## src/sv/vfc_pkg.sv

```systemverilog
// Shared types and constants for the varying filter convolution block.
`default_nettype none
package vfc_pkg;

    localparam int MAX_TAPS = 16;
    localparam int WINDOW   = 64;

    localparam int COEF_W = 56;
    localparam int ACC_W  = 64;

    localparam logic [1:0] OP_LAG   = 2'd0;
    localparam logic [1:0] OP_BEGIN = 2'd1;
    localparam logic [1:0] OP_END   = 2'd2;
    localparam logic [1:0] OP_SAMP  = 2'd3;

    localparam logic signed [COEF_W-1:0] C56_MAX = {1'b0, {(COEF_W-1){1'b1}}};
    localparam logic signed [COEF_W-1:0] C56_MIN = {1'b1, {(COEF_W-1){1'b0}}};

    typedef enum logic [6:0] {
        ST_IDLE  = 7'b0000001,
        ST_DIV   = 7'b0000010,
        ST_MUL   = 7'b0000100,
        ST_ACC   = 7'b0001000,
        ST_STEP  = 7'b0010000,
        ST_OUT   = 7'b0100000,
        ST_CLR   = 7'b1000000
    } state_t;

    typedef struct packed {
        logic start;
        logic signed [57:0] dividend;
        logic [15:0] divisor;
    } div_req_t;

    typedef struct packed {
        logic done;
        logic signed [57:0] quotient;
    } div_rsp_t;

endpackage
`default_nettype wire

```

## src/sv/vfc_div.sv

```systemverilog
// Restoring divider, one quotient bit per cycle, signed dividend by unsigned divisor.
`default_nettype none
module vfc_div
    import vfc_pkg::*;
(
    input  wire logic     aclk,
    input  wire logic     aresetn,
    input  wire div_req_t req,
    output div_rsp_t      rsp
);
    logic [57:0] rem_reg, rem_next;
    logic [57:0] quo_reg, quo_next;
    logic [5:0]  cnt_reg, cnt_next;
    logic        busy_reg, busy_next;
    logic        neg_reg, neg_next;
    logic        done_reg, done_next;
    logic [15:0] den_reg, den_next;
    logic [58:0] trial;
    logic [57:0] shifted;

    always_comb begin
        rem_next = rem_reg; quo_next = quo_reg; cnt_next = cnt_reg;
        busy_next = busy_reg; neg_next = neg_reg; done_next = 1'b0;
        den_next = den_reg;
        shifted = {rem_reg[56:0], quo_reg[57]};
        trial = {1'b0, shifted} - {43'd0, den_reg};
        if (req.start) begin
            neg_next = req.dividend[57];
            quo_next = req.dividend[57] ? 58'(-req.dividend) : 58'(req.dividend);
            rem_next = '0;
            den_next = (req.divisor == 16'd0) ? 16'd1 : req.divisor;
            cnt_next = 6'd58;
            busy_next = 1'b1;
        end else if (busy_reg) begin
            if (!trial[58]) begin
                rem_next = trial[57:0];
                quo_next = {quo_reg[56:0], 1'b1};
            end else begin
                rem_next = shifted;
                quo_next = {quo_reg[56:0], 1'b0};
            end
            cnt_next = cnt_reg - 6'd1;
            if (cnt_reg == 6'd1) begin
                busy_next = 1'b0;
                done_next = 1'b1;
            end
        end
    end

    always_ff @(posedge aclk) begin
        if (!aresetn) begin
            busy_reg <= 1'b0; done_reg <= 1'b0; cnt_reg <= '0;
        end else begin
            busy_reg <= busy_next; done_reg <= done_next; cnt_reg <= cnt_next;
        end
        rem_reg <= rem_next; quo_reg <= quo_next; neg_reg <= neg_next;
        den_reg <= den_next;
    end

    assign rsp = '{done: done_reg,
                   quotient: neg_reg ? -$signed(quo_reg) : $signed(quo_reg)};
endmodule
`default_nettype wire

```

## config.mk

```make
export PLATFORM = sky130hd
export DESIGN_NAME = vfc_div
export DESIGN_NICKNAME = d
export VERILOG_FILES = /design/src/sv/vfc_pkg.sv /design/src/sv/vfc_div.sv
export SDC_FILE = /design/constraint.sdc
export NUM_CORES = 1
export LEC_CHECK = 0
export BUFFER_PORTS_ARGS = -buffer_cell sky130_fd_sc_hd__buf_4
export CAP_MARGIN = 20
export CORE_UTILIZATION = 53
export CTS_CLUSTER_DIAMETER = 150
export DETAILED_ROUTE_END_ITERATION = 8
export PLACE_DENSITY = 0.77
export SKIP_LAST_GASP = 1
export SYNTH_ARGS = -nofsm -noshare
export SYNTH_HDL_FRONTEND = slang
export SYNTH_SLANG_ARGS = --single-unit
```

## constraint.sdc

```tcl
create_clock -name aclk -period 3.5 [get_ports aclk]
set_clock_uncertainty 0.1 [all_clocks]
set_input_delay 0.35 -clock aclk [delete_from_list [all_inputs] [get_ports aclk]]
set_output_delay 0.35 -clock aclk [all_outputs]
set_load 0.05 [all_outputs]
```

==> summary.txt <==
Logic synthesis
  – Compound-gate portion of the synthesized area: 0.211
  – Post-Synth XOR/XNOR Area: 0.124
  – Post-synthesis sequential area ratio: 0.362
  – Post-Syn Area per Cell: 8.47 um2
  – Synth async-reset ratio: 0
  – Post-Synth Simple-Gate Area: 0.219
  – Post-synthesis cell count: 1158
  – Synth Area in Adders: 0.0276
  – Ys flop type: edfxtp_1
  – #FFs+latches synth: 140
  – Largest family of logic cells by synthesized area: simple AND/OR/NAND/NOR gates
  – Post-synth EDFFs: 75
  – Syn nets: 1256
  – Post-synth cell types: 67
  – Mux cell area share after synthesis: 0.0117
  – Synthesized area: 9810 um2
  – Yosys warnings: 0

Drt
  – Final ANT Viol Nets: 0
  – Initial DRC Count: 736
  – Vias per cell: 6.04
  – Drt wl/cell: 16.9 um
  – Vias: 9427
  – Drt drc: 0
  – Post-Route WL: 26400 um
  – 1st-pass router iterations: 5

Final layout
  – Ratio of cells with drive above 1 in the final layout: 0.218
  – Final Cell Area: 12300 um2
  – Fillers: 1428
  – Register Area: 3550 um2
  – Syn-to-layout area delta: 25.6%
  – Final nets: 1416
  – Multi-input logic area: 6060 um2
  – Ant. Diodes: 0
  – Utilization after layout: 0.683
  – Largest register FFs: 58

Power and ir drop
  – Lkg Pwr: 4.77 nW
  – VDD IR max: 0.000446 V
  – Total Power: 6.00 mW
  – Pwr dens: 487 nW/um2

STA
  – Slew HR: 0.269
  – RSZ-0062 raised after global routing: yes
  – Final Hold Viols: 0
  – Finish-stage setup viols: 13
  – Tcrit/Tclk final: 1.08
  – Final WS setup: -279 ps
  – Crit path time final: 3780 ps
  – Max Freq: 0.265 GHz
  – Final Max Slew Viols: 0
  – Slew @ Worst Pin: 1100 ps

Clock tree
  – CTS root buffer: clkbuf_16
  – Longest Clk Path Bufs: 2
  – Htree depth: 4
  – CTS Sinks: 140
  – Reg clk slew, reported paths: 60 ps
  – CTS tree: built
  – Skew-Pair Late Insertion Delay: 430 ps
  – Total CTS buffers: 17

Critical path
  – Crit-path most repeated cell: or4_4
  – CP arrival: 3330 ps
  – Reg2Reg Setup Slack: 200 ps
  – CP Launch Type: flop
  – Worst-path fanout max: 4
  – Worst path slowest cell: or4_4
  – Crit. End Element: output port
  – Crit-path cells: or4_4 > nor4_4 > nand3b_1 > or4_4 > or4_4 > o41ai_4 > xnor2_2 > buf_6
  – Worst r2r path cells: 13
  – Critical path type: reg -> out
  – Worst Path Required: 3050 ps
  – CP max stage delay: 570 ps

Floorplanning
  – Initial Utilization: 0.544
  – Die Ht: 138 um
  – Ports: 136
  – Die Area: 19000 um2
  – Chip width: 138 um
  – # rows: 49
  – Core ar.: 18000 um2

Status
  – Status: finished with violations
  – Failing checks: negative setup slack

Hold path
  – WHS Path Cells: 1
  – Hold WC Path Type: in -> reg

Flow run
  – Max cap viols: 0

GRT
  – Total track usage: 0.272
  – Vias in the first global route: 8642
  – First-pass GRT wire length: 42600 um
  – Global route overflow: 0
  – Antenna violations before repair: 0
  – Largest net degree at the start of global routing: 77

Placed design
  – I/O Buffers: 135
  – Dpl hpwl: 18600 um
  – DP Area: 11300 um2
  – Global placement routability congestion: 0.934
through the flow:
step           hold slack [ps]  instances  setup slack (ps)  TNS [ps]
2_1_floorplan              338       1158             -42.1     -89.0
3_3_place_gp               364       1502             -60.1     -66.4
3_5_place_dp               381       1502             -98.6      -191
4_1_cts                 0.0528       1548              -384     -2900
5_1_grt                   3.15       1560              -354     -3350
6_report                  7.90       1560              -279     -1510
routing by layer:
metal  vias to the layer above  routed length, um  global-route usage
met5                         -                  0                   0
met1                      4411              11600               0.365
met4                         0                624               0.106
met3                        52               1650              0.0440
met2                       354              12600               0.440
li1                       4610                  -                   -
layout make-up:
| class | count | share of cell area |
|---|---|---|
| clock inverter | 14 | 0.0105 |
| inverter | 36 | 0.0110 |
| multi-input combinational | 904 | 0.492 |
| sequential | 140 | 0.289 |
| timing repair buffer | 219 | 0.140 |
| tap | 229 | 0.0233 |
| clock buffer | 18 | 0.0348 |
path summary, 6_finish.rpt:
check / startpoint / end
min reg2reg: rem_reg[24] / rem_reg[24]
max: quo_reg[38] / rsp[56]
min: req[2] / den_reg[2]
max reg2reg: den_reg[0] / rem_reg[7]
cell usage in the layout, fill, tap and decap left out, drive strengths merged, types with 4 or more instances in the layout:
cell type,n
or4,40
edfxtp,75
a211oi,17
nor4,23
nor3,17
inv,36
o21ai,65
clkbuf,18
dlygate4sd3,12
clkinv,11
nor2b,5
a21oi,77
xnor2,80
o31ai,40
o31a,4
mux2,4
nand4,4
ha,20
xor2,59
nand2b,12
nor2,137
nand3b,4
or2,13
nor4b,6
nand2,103
a311oi,30
mux2i,7
a21o,10
o21a,7
buf,207
dfxtp,65
o41ai,24
or3,27
nand3,20
kinds of logic (layout without fill, tap and decap cells):
family,after synthesis,count (layout)
AO/OA/AOI/OAI,307,307
XOR/XNOR,139,139
adder cells (fa/ha/maj),21,21
buffers and inverters,114,287
flip-flops,140,140
multiplexers,11,11
AND/OR/NAND/NOR,426,426
timing repair:
action / CTS / global route
endpoints found under the hold margin: 9 / 3
setup endpoints to repair: 27 / 31
hold buffers: 9 / 3
setup buffers: 5 / 9
resized for setup: 26 / 16
pin swaps: 8 / 8
synth_stat cells, drive strengths merged, types with 23 or more instances:
cell,instances,share of area
nor2,137,0.052
clkbuf,69,0.026
a311oi,30,0.027
dfxtp,65,0.13
edfxtp,75,0.23
or4,40,0.032
xor2,59,0.053
or3,27,0.018
o41ai,24,0.022
nor4,23,0.015
inv,36,0.014
xnor2,80,0.071
o31ai,40,0.031
a21oi,77,0.039
nand2,103,0.039
o21ai,65,0.033
worst max-delay path, delay by kind of cell, from the launching register on:
family	cells	cell delay (ps)
AO/OA/AOI/OAI	1	280
XOR/XNOR	1	160
buffers and inverters	1	180
flip-flops	1	380
AND/OR/NAND/NOR	5	1890
power breakdown:
group	switching [mW]	internal (mW)	leakage [nW]
sequential	0.203	1.93	1.27
combinational	1.30	0.843	3.23
clock	0.692	1.03	0.273
Power figures use the tool's default switching activity.
